File: config.mk
export PLATFORM = sky130hd
export DESIGN_NAME = lobm_ctrl
export DESIGN_NICKNAME = d
export VERILOG_FILES = /design/src/design/lobm_pkg.sv /design/src/design/lobm_ctrl.sv
export SDC_FILE = /design/constraint.sdc
export NUM_CORES = 1
export LEC_CHECK = 0
export ABC_AREA = 0
export BUFFER_PORTS_ARGS = -buffer_cell sky130_fd_sc_hd__buf_2
export CORE_AREA = 5 5 42 44
export CTS_CLUSTER_SIZE = 10
export DETAILED_ROUTE_END_ITERATION = 7
export DIE_AREA = 0 0 47 49
export PLACE_DENSITY = 0.71
export SYNTH_ARGS = -nofsm -noshare
export SYNTH_HDL_FRONTEND = slang
export SYNTH_SLANG_ARGS = --single-unit
File: constraint.sdc
create_clock -name clk -period 4.11 [get_ports clk]
set_input_delay 0.6165 -clock clk [delete_from_list [all_inputs] [get_ports clk]]
set_output_delay 0.6165 -clock clk [all_outputs]
set_load 0.02 [all_outputs]
File: src/design/lobm_pkg.sv
// Package for the limit order book matcher: table size, result codes and
// controller/datapath command and status types. No dependencies.
`timescale 1ns / 1ps
package lobm_pkg;

	localparam int BOOK_ENTRIES = 32;
	localparam int IDX_W = $clog2(BOOK_ENTRIES);

	localparam logic [1:0] RES_TRADE   = 2'd0;
	localparam logic [1:0] RES_DONE    = 2'd1;
	localparam logic [1:0] RES_CANCEL  = 2'd2;
	localparam logic [1:0] RES_UNKNOWN = 2'd3;

	localparam logic KIND_NEW    = 1'b0;
	localparam logic KIND_CANCEL = 1'b1;
	localparam logic SIDE_BUY    = 1'b0;
	localparam logic TYPE_LIMIT  = 1'b0;

	typedef struct packed {
		logic [1:0]  result_kind;
		logic [15:0] aggressor_session;
		logic [31:0] aggressor_id;
		logic [15:0] resting_session;
		logic [31:0] resting_id;
		logic [31:0] trade_price;
		logic [31:0] amount;
		logic [31:0] resting_left;
		logic        book_full;
		logic        last;
	} result_t;

	// Commands from the controller to the datapath.
	typedef struct packed {
		logic load;        // capture the input item
		logic scan_start;  // clear the scan accumulators
		logic scan_step;   // examine one table entry
		logic do_fill;     // apply a fill against the scan winner
		logic do_cancel;   // remove the cancel hit
		logic do_rest;     // write the remainder into the free slot
	} cmd_t;

	// Status from the datapath to the controller.
	typedef struct packed {
		logic is_cancel;
		logic scan_last;   // the entry being examined is the last one
		logic fill_ok;     // a crossing entry was found and quantity remains
	} stat_t;

endpackage

File: src/design/lobm_ctrl.sv
// Controller of the order matcher: sequences scans, fills and result
// hand-off. Depends on lobm_pkg.
`timescale 1ns / 1ps
module lobm_ctrl import lobm_pkg::*; (
	input  logic  clk,
	input  logic  arst_n,
	input  logic  s_valid,
	output logic  s_ready,
	output logic  m_valid,
	input  logic  m_ready,
	input  stat_t stat,
	output cmd_t  cmd
);

	typedef enum logic [5:0] {
		ST_IDLE  = 6'b000001,
		ST_SCAN  = 6'b000010,
		ST_DEC   = 6'b000100,
		ST_FILL  = 6'b001000,
		ST_FINAL = 6'b010000,
		ST_OUT   = 6'b100000
	} state_t;

	state_t state_q, state_d;
	logic   m_valid_q;

	assign s_ready = (state_q == ST_IDLE) && !m_valid_q;
	assign m_valid = m_valid_q;

	// Next-state and command decode.
	always_comb begin
		cmd     = '0;
		state_d = state_q;
		unique case (state_q)
			ST_IDLE: begin
				if (s_valid && s_ready) begin
					cmd.load       = 1'b1;
					cmd.scan_start = 1'b1;
					state_d        = ST_SCAN;
				end
			end
			ST_SCAN: begin
				cmd.scan_step = 1'b1;
				if (stat.scan_last)
					state_d = ST_DEC;
			end
			ST_DEC: begin
				if (stat.is_cancel) begin
					cmd.do_cancel = 1'b1;
					state_d       = ST_OUT;
				end else if (stat.fill_ok) begin
					cmd.do_fill = 1'b1;
					state_d     = ST_FILL;
				end else begin
					state_d = ST_FINAL;
				end
			end
			ST_FILL: begin
				if (!m_valid_q) begin
					cmd.scan_start = 1'b1;
					state_d        = ST_SCAN;
				end
			end
			ST_FINAL: begin
				if (!m_valid_q) begin
					cmd.do_rest = 1'b1;
					state_d     = ST_OUT;
				end
			end
			ST_OUT: begin
				state_d = ST_IDLE;
			end
			default: state_d = ST_IDLE;
		endcase
	end

	// State and output-valid registers.
	always_ff @(posedge clk or negedge arst_n) begin
		if (!arst_n) begin
			state_q   <= ST_IDLE;
			m_valid_q <= 1'b0;
		end else begin
			state_q <= state_d;
			if (cmd.do_fill || cmd.do_cancel || cmd.do_rest)
				m_valid_q <= 1'b1;
			else if (m_ready)
				m_valid_q <= 1'b0;
		end
	end

endmodule

== Yosys cells after proc, flatten, opt, wreduce, memory -nomap -nowiden ==
Index checks and enable logic that the tools add are counted.

* Register bits after elaboration: 7
* Input port bits: 7
* Output and inout bits: 8
* Word-level logic and storage cells: 37

* Equal/unequal tests: 9
* Muxes and demuxes: 19
* Reduce and logical (&&, ||, !) cells: 7

{| class="wikitable"
|+ Operators with widths
! kind !! count
|-
| two-way mux 6 bit || 5
|-
| one-hot mux 6 bit (5 select lines) || 1
|-
| two-way mux 1 bit || 9
|-
| equality test 6 x 1 -> 1 bit (second input constant) || 1
|-
| equality test 6 x 2 -> 1 bit (second input constant) || 1
|-
| equality test 6 x 3 -> 1 bit (second input constant) || 1
|-
| equality test 6 x 4 -> 1 bit (second input constant) || 1
|-
| equality test 6 x 5 -> 1 bit (second input constant) || 1
|-
| inequality test 2 bit (second input constant) || 3
|-
| two-way mux 5 bit || 1
|-
| two-way mux 2 bit || 2
|-
| AND reduction 4 bit || 1
|-
| logical AND 1 bit || 2
|-
| logical OR 1 bit || 2
|-
| inequality test 2 x 1 -> 1 bit (second input constant) || 1
|-
| one-hot mux 1 bit (2 select lines) || 1
|-
| nonzero test 2 bit || 1
|-
| logical NOT 1 bit || 1
|}

== Logic depth before layout (Yosys ltp) ==
Gate-level depths: netlist (run 1).

* Depth in word-level cells: 6
* Depth in mapped cells: 4
* Mapped depth without buffers: 3

== Worst setup path after synthesis (run 1) ==
OpenSTA, ideal clock, no wires.

* Path kind: reg-to-output
* Start: register state_q[0]
* End: output port cmd[5] (netlist bit)
* Data arrival time: 1567 ps
* Data required time: 3493 ps
* Slack: 1927 ps
* Cell stages (with the launch flop): 5
* Path buffers: 1
* Cell sequence: dfstp_2 -> clkbuf_1 -> nor2b_1 -> nand2_1 -> nor3b_1

{| class="wikitable"
|+ RTL lines
! item !! line !! source
|-
| start: declaration || lobm_ctrl.sv:24 || <nowiki>state_t state_q, state_d;</nowiki>
|-
| start signal: assignment || lobm_ctrl.sv:83 || <nowiki>state_q <= state_d;</nowiki>
|-
| end: declaration || lobm_ctrl.sv:12 || <nowiki>output cmd_t cmd</nowiki>
|}

==> flow_results.org, run 1 <==
** Setup path
- Worst Setup Path Type :: flop to primary output
- Critical path startpoint category :: flop
- At the worst endpoint, the arrival time is 1.57 ns.
- For the worst setup path, the data required time is 3.49 ns.
- Maximum fanout along the worst path :: 10
- CP endpoint kind :: primary output

** Global routing
- Entering global routing, the biggest net connects 11 pins.
- Global-route wire length before repair :: 1870 µm
- The number of antenna violations at the first check in global routing was 0.
- Summed over all layers, the global routing overflow is 0.
- Number of global-route vias before repair :: 448
- Global Route Usage Sum :: 0.113

** Power and ir drop
- The worst-case IR drop observed on VDD is 0.000267 V.
- Clock group share of total power :: 0.186
- Of the total power, combinational logic draws 0.474.
- Of the total power, the share spent switching nets is 0.422.
- Power comes to 328 µW.
- The share of total power dissipated in sequential elements is 0.339.
- In this run the power spent charging and discharging nets is 139 µW.
- Cell Pwr Density :: 570 mW/mm²
- Summed over all cells, the static leakage comes to 0.000275 µW.
- Cell internal power was estimated by the tool at 190 µW.

** Clock tree
- Clock latency on the worst-skew pair, taken at its later pin, is 0.25 ns.
- Clock Sink Count :: 7
- CTS built an H-tree with a depth of 1.
- After clock tree synthesis, the clock-pin slew on the worst setup and hold paths is 0.05 ns.
- CTS resizes :: 0
- In this run the deepest clock path goes through 2 buffers.
- Clock tree from TritonCTS :: done
- Quantity of hold-fixing buffers added after cts :: 0
- The tree is rooted in a sky130_fd_sc_hd__clkbuf_4.
- Number of CTS-inserted buffers :: 3
- Post-CTS repair timing setup buffer count :: 0

** Synth
- In the post-synthesis netlist, the cell with the most instances is sky130_fd_sc_hd__nor2_1.
- Combined area of all synthesized cells :: 483 µm²
- Yosys warning total :: 0
- Commonest cells in the netlist :: 9 x sky130_fd_sc_hd__nor2_1, 6 x sky130_fd_sc_hd__dfrtp_1, 4 x sky130_fd_sc_hd__nand2_1
- sky130_fd_sc_hd__dfrtp_1 takes more of the synthesized area than any other cell.
- Number of library cell types mapped by synthesis :: 32
- Proportion of netlist area held by the largest area contributor :: 0.311
- The synthesized design contains 0 enable-type register cells.
- Counting flops with an async set or reset pin after synthesis yields a share of 1.00.
- Total of flip-flops plus latches after synthesis :: 7
- Cell count after synthesis :: 56
- Each instance of the synthesized netlist takes up on average 8.62 µm².
- Yosys attributes the largest share of cell area to sky130_fd_sc_hd__dfrtp_1 31%, sky130_fd_sc_hd__nor2_1 7.0%, sky130_fd_sc_hd__dfstp_2 5.4%.
- Dominant register cell in the synthesized netlist :: sky130_fd_sc_hd__dfrtp_1
- Of the synthesized area, sequential elements account for 0.365.
- Number of nets produced by synthesis :: 63

** STA
- Setup repair after global routing missed its margin :: false
- Final setup fails :: 0
- After layout, the minimum clock period comes to 2.19 ns.
- Of the available clock period, the critical path in the final layout requires 0.533.
- Worst hold slack :: 0.188 ns
- Peak Freq :: 457 MHz
- Hold Fails Final Rpt :: 0
- Transition at the pin with the smallest max-transition slack :: 0.318 ns
- Worst slew slack as a fraction of its limit :: 0.788
- For the final database, setup skew stands at 0.000889 ns.
- The count of final max-slew check failures came to 0.
- For the final routed database, the setup TNS stands at 0 ns.

** Floorplanning
- For this configuration, the core starts out at a cell density of 0.345.
- Pin placement for this block handled 15 I/O pins.
- Die Area :: 0.00230 mm²
- Floorplan die height :: 49 µm
- The floorplan step defined a core boundary enclosing 0.00140 mm².
- Site Rows :: 14
- The die is 47 µm wide.

** Finish
- Final antenna diode count :: 0
- The area growth from synthesis to layout is 19.4%.
- For this run, the post-layout net count is 79.
- Of the cells placed in the final design, the portion with a size suffix greater than 1 is 0.296.
- Post-route cell area :: 577 µm²

** Detailed routing
- The first TritonRoute pass finished after 4 iterations.
- For this run, design rule violations remaining after detail routing come to 0.
- After detailed routing, the total wire length is 1110 µm.
- Routed length per placed instance :: 12.7 µm
- For this block, the initial DRC count from the detailed router was 12.
- Via-per-instance ratio :: 5.15
- Count of nets left with antenna violations after detail routing :: 0
- Number of vias after detailed routing :: 448

** Place
- Count of input and output buffers :: 14
- The congestion estimate from routability-driven global placement came to 0.712.
- Placed standard-cell area :: 551 µm²
- Final HPWL from detailed placement :: 890 µm

** Job
- Reported max-cap violation count :: 0

** Min path
- Worst hold path class :: input pin to asynchronous set/reset pin

** Status
- Result of the run :: complete, no violations
sequential cells by signal (all words and copies together) (netlist names):
signal and flops:
m_valid 1, state_q 6
metrics by stage:
step	std cells	setup slack [ns]	utilization
after floorplan	56	1.93	-
after global placement	83	2.20	0.393
after detailed placement	83	2.19	0.393
after CTS	87	1.91	0.412
after global routing	87	1.80	0.412
final	87	1.92	0.412
power by group through the flow:
stage	combinational, µW	sequential [µW]	clock [µW]
2_1_floorplan	132	98.7	0
3_3_place_gp	155	111	0
3_5_place_dp	156	113	0
4_1_cts	157	112	63.8
5_1_grt	175	117	67.4
6_report	156	111	61.2
final timing paths:
check                           start         end  slack (ns)  cells past startpoint
setup / recovery           state_q[2]      cmd[5]        1.92                      4
hold / removal                 arst_n  state_q[5]        0.19                      1
setup reg to reg           state_q[2]  state_q[2]        2.83                      3
hold reg to reg            state_q[3]  state_q[0]        0.68                      2
max in group asynchronous      arst_n  state_q[0]        3.70                      1
min in group clk              m_ready     m_valid        0.55                      2
routing by layer:
layer	share of wire	vias up	track usage
li1	-	230	-
met4	0.024	0	0.0553
met3	0.057	3	0.0295
met5	0	-	0
met1	0.42	203	0.135
met2	0.50	12	0.179
cell families after synthesis:
family / after synthesis / share of synthesized area
xor gates and xnor gates: 1 / 0.0181
DFF: 7 / 0.365
and+or+nand+nor: 31 / 0.378
buffers and inverters: 5 / 0.0622
muxes: 1 / 0.0207
AOI/OAI and AO/OA: 11 / 0.155
critical path: stages (launching register included):
cell                      delay [ns]
sky130_fd_sc_hd__dfrtp_1        0.48
sky130_fd_sc_hd__nor4_4         0.35
sky130_fd_sc_hd__nand2_1        0.11
sky130_fd_sc_hd__nor3b_1        0.19
sky130_fd_sc_hd__buf_2          0.19
final cells by class:
cell class / instances / area [µm²]
Tap cell: 16 / 20.0
Clock buffer: 4 / 26.3
Timing Repair Buffer: 14 / 70.1
Sequential cell: 7 / 176
Inverter: 2 / 7.51
Fill cell: 161 / 825
Multi-Input combinational cell: 44 / 277
cell usage in the layout (no fill, tap or decap), drive strengths merged, types with 2 or more instances in the layout:
cell and count:
dfrtp 6, nor4 2, and3b 2, buf 14, nor2 9, clkbuf 4
nor3 2, nand3 2, a21oi 3, or2 2, o22ai 2, nor2b 2
nand2 4, inv 2, nand2b 2
Note: power is estimated with default switching activity, not from simulation.
==> inputs of run 2 (changes only) <==
- PLACE_DENSITY: 0.71 -> 0.73
- clock period: 4.11 -> 1.81 ns (I/O delays scaled with it)
==> run 2 against run 1 <==
Against the previous run:
- sequential power is 130% higher
- setup slack worse by 1.9 ns
- total power grew to 2.6 times the previous value
- highest routed layer unchanged
- first-iteration DRC count is 8.3% higher
- utilization is 6.1 points higher
- largest power group unchanged
- flip-flop and latch count stayed put
- count of clock-buffer cells in the layout is 1 lower
- critical path depth stayed put
- critical endpoint is now cmd[3]
==> flow_results.org, run 2 (synthesis results as in run 1) <==
** Global routing
- Global routing met1 resource utilization :: 0.125
- Number of antenna violations at the first check in global routing :: 0
- Global-route wire length before repair :: 1830 µm
- GR peak layer :: met2
- For this run, the total global-route usage over all layers was measured as 0.106.
- Number of global-route vias before repair :: 430
- Congestion Overflow GR :: 0
- For met2 alone, demand over resource in global routing was 0.179.
- In the global route stage, met3 resource usage came out at 0.0295.
- Entering global routing, the biggest net connects 10 pins.

** Setup path
- Worst reg-to-reg setup slack :: 0.51 ns
- The startpoint identified for the worst register-to-register timing path is state_q[3].
- Crit path required time :: 1.54 ns
- The worst setup path is captured at a primary output.
- Critical path startpoint category :: flop
- Critical path's slowest cell :: sky130_fd_sc_hd__dfrtp_2
- The cell that appears most often on the critical path is sky130_fd_sc_hd__buf_4.
- Stage delay of the slowest cell on the critical path :: 0.43 ns
- For the worst setup path, the data arrival time is 1.50 ns.
- Count of cells along the worst register-to-register path :: 4
- Worst Setup Path Type :: flop to primary output
- Cell Chain, Critical Path :: nor4_4, buf_4, and3b_2, buf_4
- Maximum fanout along the worst path :: 3
- The worst register-to-register path ends at state_q[2].

** Finish
- Register containing the most flip-flops in the final layout :: state_q
- The final layout contains 86 nets.
- Filler Cell Count :: 144
- The register with the most flip-flops in the layout has 6 of them.
- Highest-count cells in the layout ignoring fill and taps :: 11 x sky130_fd_sc_hd__buf_2, 9 x sky130_fd_sc_hd__nor2_1, 9 x sky130_fd_sc_hd__buf_4
- Registers take 181 µm².
- Area growth from synthesis to final layout :: 37.0%
- The number of antenna diodes in the final layout is 0.
- Post-route cell area :: 662 µm²
- Fraction of final layout cells with drive strength greater than 1 :: 0.449
- Leaving out fill and tap cells, the most frequent cell in the layout is sky130_fd_sc_hd__buf_2.
- Area taken by multi-input logic gates :: 293 µm²

** STA
- The worst path meets setup with 0.0383 ns of slack.
- Period utilisation layout :: 0.979
- After layout, the minimum clock period comes to 1.77 ns.
- Slew Limit Fails :: 0
- Timing would allow up to 564 MHz.
- Headroom to the max-slew limit came out at 0.827.
- For the pin with the worst max-slew slack, the measured transition is 0.257 ns.
- Hold Fails Final Rpt :: 0
- Final setup fails :: 0
- Fin Clk Skew :: 0.00514 ns
- Post-Route Setup TNS :: 0 ns

** Detailed routing
- Summing over every cut layer, the via total after detailed routing is 499.
- Count of nets left with antenna violations after detail routing :: 0
- Wire length after detailed routing :: 1250 µm
- Routed length per placed instance :: 13.3 µm
- Via-per-instance ratio :: 5.31
- Number of iterations in the first detailed-routing pass :: 4
- In the routed design, unresolved DRC markers number 0.
- For this block, the initial DRC count from the detailed router was 13.

** Clock tree
- Reg clk slew, reported paths :: 0.06 ns
- CTS saw 7 sinks.
- Clock buffer depth :: 2
- CTS built an H-tree with a depth of 1.
- The number of clock buffers added by TritonCTS is 3.
- TritonCTS built the clock tree.
- The later pin in the worst-skew pair is clocked with a latency of 0.25 ns.
- CTS placed an instance of sky130_fd_sc_hd__clkbuf_4 at the clock tree root.

** Job
- Reported max-cap violation count :: 0

** Status
- The flow ran to the end, and the final reports show no timing, DRC or antenna violations.

** Floorplanning
- Die Area :: 0.00230 mm²
- Site Rows :: 14
- Floorplan die height :: 49 µm
- Core box area :: 0.00140 mm²
- In this run the count of I/O pins placed on the die edge is 15.
- The initial utilization of the core area, before any placement, comes to 0.345.
- Overall die width :: 47 µm

** Place
- Setup Slack @ Placement :: 0.237 ns
- Count of input and output buffers :: 14
- Final weighted congestion in routability-driven placement :: 0.761
- Final HPWL from detailed placement :: 840 µm
- Placed standard-cell area :: 556 µm²

** Min path
- Worst hold path class :: input pin to flop
- The startpoint identified for the worst hold timing path is m_ready.
- The worst hold path passes through 2 cells.
- Hold Path Sink :: m_valid

** Power and ir drop
- Maximum vdd ir drop :: 0.000663 V
- Dividing total power by cell area gives a power density of 1270 mW/mm².
- In this run the static leakage power is 0.000315 µW.
==> run 2: cell count changes in the layout (fill, tap and decap cells not counted), moves of 3 or more <==
cell and change:
sky130_fd_sc_hd__buf_4 +9, sky130_fd_sc_hd__dfrtp_1 -4, sky130_fd_sc_hd__dfrtp_2 +4, sky130_fd_sc_hd__buf_2 -3
==> run 2: how the worst max path moves through the flow <==
stage,startpoint,slack (ns),cells after the start,to
global placement,state_q[3],0.26,4,cmd[5]
floorplan,state_q[0],0.14,4,cmd[4]
global route,state_q[3],-0.02,4,cmd[5]
CTS,state_q[4],0.004,4,cmd[5]
detailed placement,state_q[2],0.24,4,cmd[5]
finish,state_q[3],0.04,4,cmd[3]
==> run 2: layout make-up <==
| cell class | count | area share |
|---|---|---|
| well taps | 16 | 0.0302 |
| inverters | 2 | 0.0113 |
| flip-flops and latches | 7 | 0.274 |
| multi-input cells | 44 | 0.442 |
| repair buffers | 21 | 0.200 |
| clock buffers | 3 | 0.0340 |
| clock inverters | 1 | 0.00756 |
==> run 2: through the flow <==
| stage | hold WS (ns) | utilization | std cells | power (µW) |
|---|---|---|---|---|
| floorplan | -0.0241 | - | 56 | 530 |
| global placement | 0.115 | 0.396 | 83 | 610 |
| detailed placement | 0.118 | 0.396 | 83 | 616 |
| CTS | 0.207 | 0.438 | 90 | 782 |
| global route | 0.199 | 0.472 | 94 | 895 |
| finish | 0.210 | 0.472 | 94 | 840 |
==> run 2: report_power, final <==
part,internal [µW],leakage [µW],switching [µW]
Sequential,196,0.0000864,59.6
Clock,81.1,0.0000177,66.4
Combinational,212,0.000211,224
==> run 2: worst max-delay path, delay by kind of cell (launching register included) <==
kind / cells / cell delay (ns)
flip-flops: 1 / 0.43
buffers and inverters: 2 / 0.30
AND/OR/NAND/NOR: 2 / 0.51
==> run 2: repair_timing <==
action,CTS,global route
endpoints found under the hold margin,6,0
setup endpoints to repair,1,3
pin swaps,1,2
hold buffers,1,0
gates resized for setup,4,6
setup buffers,2,4
==> run 2: routing by layer <==
layer	vias up	part of all wire
li1	242	-
met1	234	0.37
met2	17	0.53
met3	6	0.057
met4	0	0.042
met5	-	0
==> inputs of run 3 (changes only) <==
- PLACE_DENSITY: 0.73 -> default
==> run 3 against run 2 <==
Against the previous run:
- setup slack got worse by 0.029 ns
- routed wire length down 2.9%
- design area down 2.5%
- first-iteration DRC count decreased by 46%
- sequential share of layout area rose by 0.50 points
- global-route usage increased by 1.2 points
- non-clock buffer count is 1 lower
- count of clock-buffer cells in the layout rose by 1
- utilization down 1.2 points
- combinational power is 6.7% lower
- critical path depth unchanged
- critical path type unchanged
==> flow_results.org, run 3 (synthesis results as in run 1) <==
** Floorplanning
- In this run the core area contains 14 standard-cell rows.
- For this configuration, the core starts out at a cell density of 0.345.
- The die is 47 µm wide.
- I/O pin count :: 15
- Core box area :: 0.00140 mm²
- Floorplan die height :: 49 µm
- The die covers 0.00230 mm².

** STA
- The number of hold violations in the final report came to 0.
- Setup repair after global routing could not meet its margin everywhere.
- Final setup fails :: 0
- Peak Freq :: 555 MHz
- Time the final worst path needs with I/O delays and setup :: 1.80 ns
- Slew Limit Fails :: 0
- Post-Route Setup TNS :: 0 ns
- Worst hold slack :: 0.205 ns
- For the pin with the worst max-slew slack, the measured transition is 0.292 ns.
- Measured against its own limit, the worst slew margin works out to 0.804.
- Fin Clk Skew :: 0.00115 ns
- In the post-route analysis, the smallest setup slack over all paths is 0.00925 ns.
- Period utilisation layout :: 0.995

** Setup path
- Worst Setup Path Type :: flop to primary output
- Crit path required time :: 1.54 ns
- STA classifies the critical path endpoint as a primary output.
- The worst register-to-register path has a depth of 4.
- The endpoint identified for the worst register-to-register timing path is m_valid.
- For the worst setup path, the data arrival time is 1.53 ns.
- In this run the critical register-to-register path is launched from state_q[2].
- Worst reg-to-reg setup slack :: 0.47 ns
- STA classifies the critical path startpoint as a flop.
- Of all nets on the critical path, the largest fanout is 5.

** Clock tree
- H-tree level count :: 1
- The tree is rooted in a sky130_fd_sc_hd__clkbuf_4.
- Clock Sink Count :: 7
- Counting the buffers created by CTS gives 3.
- Counting along the longest clock path gives a buffer depth of 2.
- Clock-pin slew was measured on the worst setup and hold paths at 0.05 ns.
- Insertion delay of the later-clocked pin in the worst-skew pair :: 0.25 ns
- TritonCTS built the clock tree.

** Min path
- The path class of the tightest hold or removal check is input pin to flop.
- Counting instances, the worst hold path has a depth of 2.
- Startpoint of the most critical hold path :: m_ready
- The path with the worst hold slack has its endpoint at m_valid.

** Global routing
- After global routing the overflow that remains totals 0.
- Number of antenna violations at the first check in global routing :: 0
- The first global-routing pass estimated 1930 µm of wire.
- Entering global routing, the biggest net connects 10 pins.
- Number of global-route vias before repair :: 465
- Global Route Usage Sum :: 0.118

** Finish
- Leaving out fill and tap cells, the most frequent cell in the layout is sky130_fd_sc_hd__buf_2.
- Highest-count cells in the layout ignoring fill and taps :: 10 x sky130_fd_sc_hd__buf_2, 9 x sky130_fd_sc_hd__nor2_1, 9 x sky130_fd_sc_hd__buf_4
- Final Core Density :: 0.461
- state_q holds more flip-flops than any other register.
- Net count reported at finish :: 85
- Area taken by multi-input logic gates :: 284 µm²
- The register with the most flip-flops in the layout has 6 of them.
- Final antenna diode count :: 0
- Area taken by flip-flops and latches :: 180 µm²
- Fraction of final layout cells with drive strength greater than 1 :: 0.403
- The layout has 150 filler cells.
- The area growth from synthesis to layout is 33.7%.

** Power and ir drop
- Final Total Pwr :: 808 µW
- Across the VDD grid, the largest voltage drop is 0.000413 V.
- Summed over all cells, the static leakage comes to 0.000303 µW.
- Cell Pwr Density :: 1250 mW/mm²

** Detailed routing
- The first routing iteration left 7 violations.
- Before antenna repair, the detailed router went through 4 iterations.
- Dividing the detail-routed wire length by the instance count gives 13.1 µm.
- Count of nets left with antenna violations after detail routing :: 0
- Number of vias after detailed routing :: 497
- Dividing the detail-routed via count by the number of cells gives 5.34.
- For this block, the routed nets add up to 1220 µm of wire.
- Remaining design rule violation count :: 0

** Place
- After legalization and detailed placement, the total HPWL measured 824 µm.
- OpenSTA, run right after detailed placement, puts the worst setup slack at 0.217 ns.
- Count of input and output buffers :: 14
- Routability-driven placement finished with a final weighted congestion of 0.738.

** Status
- The run finished with clean final reports.

** Job
- Reported max-cap violation count :: 0
==> run 3: changes by cell type in the layout (fill, tap and decap cells not counted) <==
| cell | previous run | this run |
|---|---|---|
| sky130_fd_sc_hd__nor2b_2 | 0 | 1 |
| sky130_fd_sc_hd__a21oi_1 | 2 | 3 |
| sky130_fd_sc_hd__clkinv_2 | 1 | 0 |
| sky130_fd_sc_hd__buf_2 | 11 | 10 |
| sky130_fd_sc_hd__a21oi_2 | 1 | 0 |
| sky130_fd_sc_hd__dfrtp_2 | 4 | 3 |
| sky130_fd_sc_hd__dfrtp_1 | 2 | 3 |
| sky130_fd_sc_hd__clkbuf_1 | 0 | 1 |
| sky130_fd_sc_hd__nor2b_4 | 1 | 0 |
==> run 3: worst max-delay path: stages (launching register included) <==
cell,delay (ns)
sky130_fd_sc_hd__dfrtp_2,0.45
sky130_fd_sc_hd__buf_4,0.15
sky130_fd_sc_hd__or3b_1,0.42
sky130_fd_sc_hd__nor2_1,0.11
sky130_fd_sc_hd__buf_4,0.15
==> run 3: repair_timing <==
action | in CTS | in global routing
pin swaps | 2 | 5
buffers inserted | 3 | 2
hold buffers | 1 | 0
hold endpoints to repair | 6 | 0
gates resized for setup | 4 | 4
endpoints found under the setup margin | 2 | 4
==> run 3: where the power goes <==
group | total [µW] | switching, µW | internal (µW)
logic | 407 | 214 | 193
clock network | 145 | 60.4 | 84.3
registers | 256 | 59.6 | 197
total | 808 | 334 | 474
==> run 3: per-layer routing <==
layer | vias up | global-route usage | wire (µm)
li1 | 240 | - | -
met1 | 236 | 0.142 | 505
met2 | 21 | 0.172 | 602
met3 | 0 | 0.0775 | 106
met4 | 0 | 0.0276 | 0
met5 | - | 0 | 0
==> run 3: area by class of cell <==
cell class	instances	area share
timing repair buffer	20	0.198
sequential	7	0.279
multi-input combinational	44	0.440
clock buffer	4	0.0407
inverter	2	0.0116
tap	16	0.0310
==> run 3: worst max path at each step <==
stage                     cells past startpoint       start  slack [ns]      to
after floorplan                               4  state_q[0]        0.14  cmd[4]
after global placement                        4  state_q[3]        0.26  cmd[5]
after detailed placement                      4  state_q[2]        0.22  cmd[5]
after CTS                                     4  state_q[0]       0.002  cmd[5]
after global routing                          4  state_q[2]       -0.13  cmd[5]
final                                         4  state_q[2]       0.009  cmd[0]
==> run 3: through the flow <==
step | instance area, µm² | instances
3_5_place_dp | 556 | 83
2_1_floorplan | 488 | 56
5_1_grt | 646 | 93
4_1_cts | 621 | 91
3_3_place_gp | 556 | 83
6_report | 646 | 93
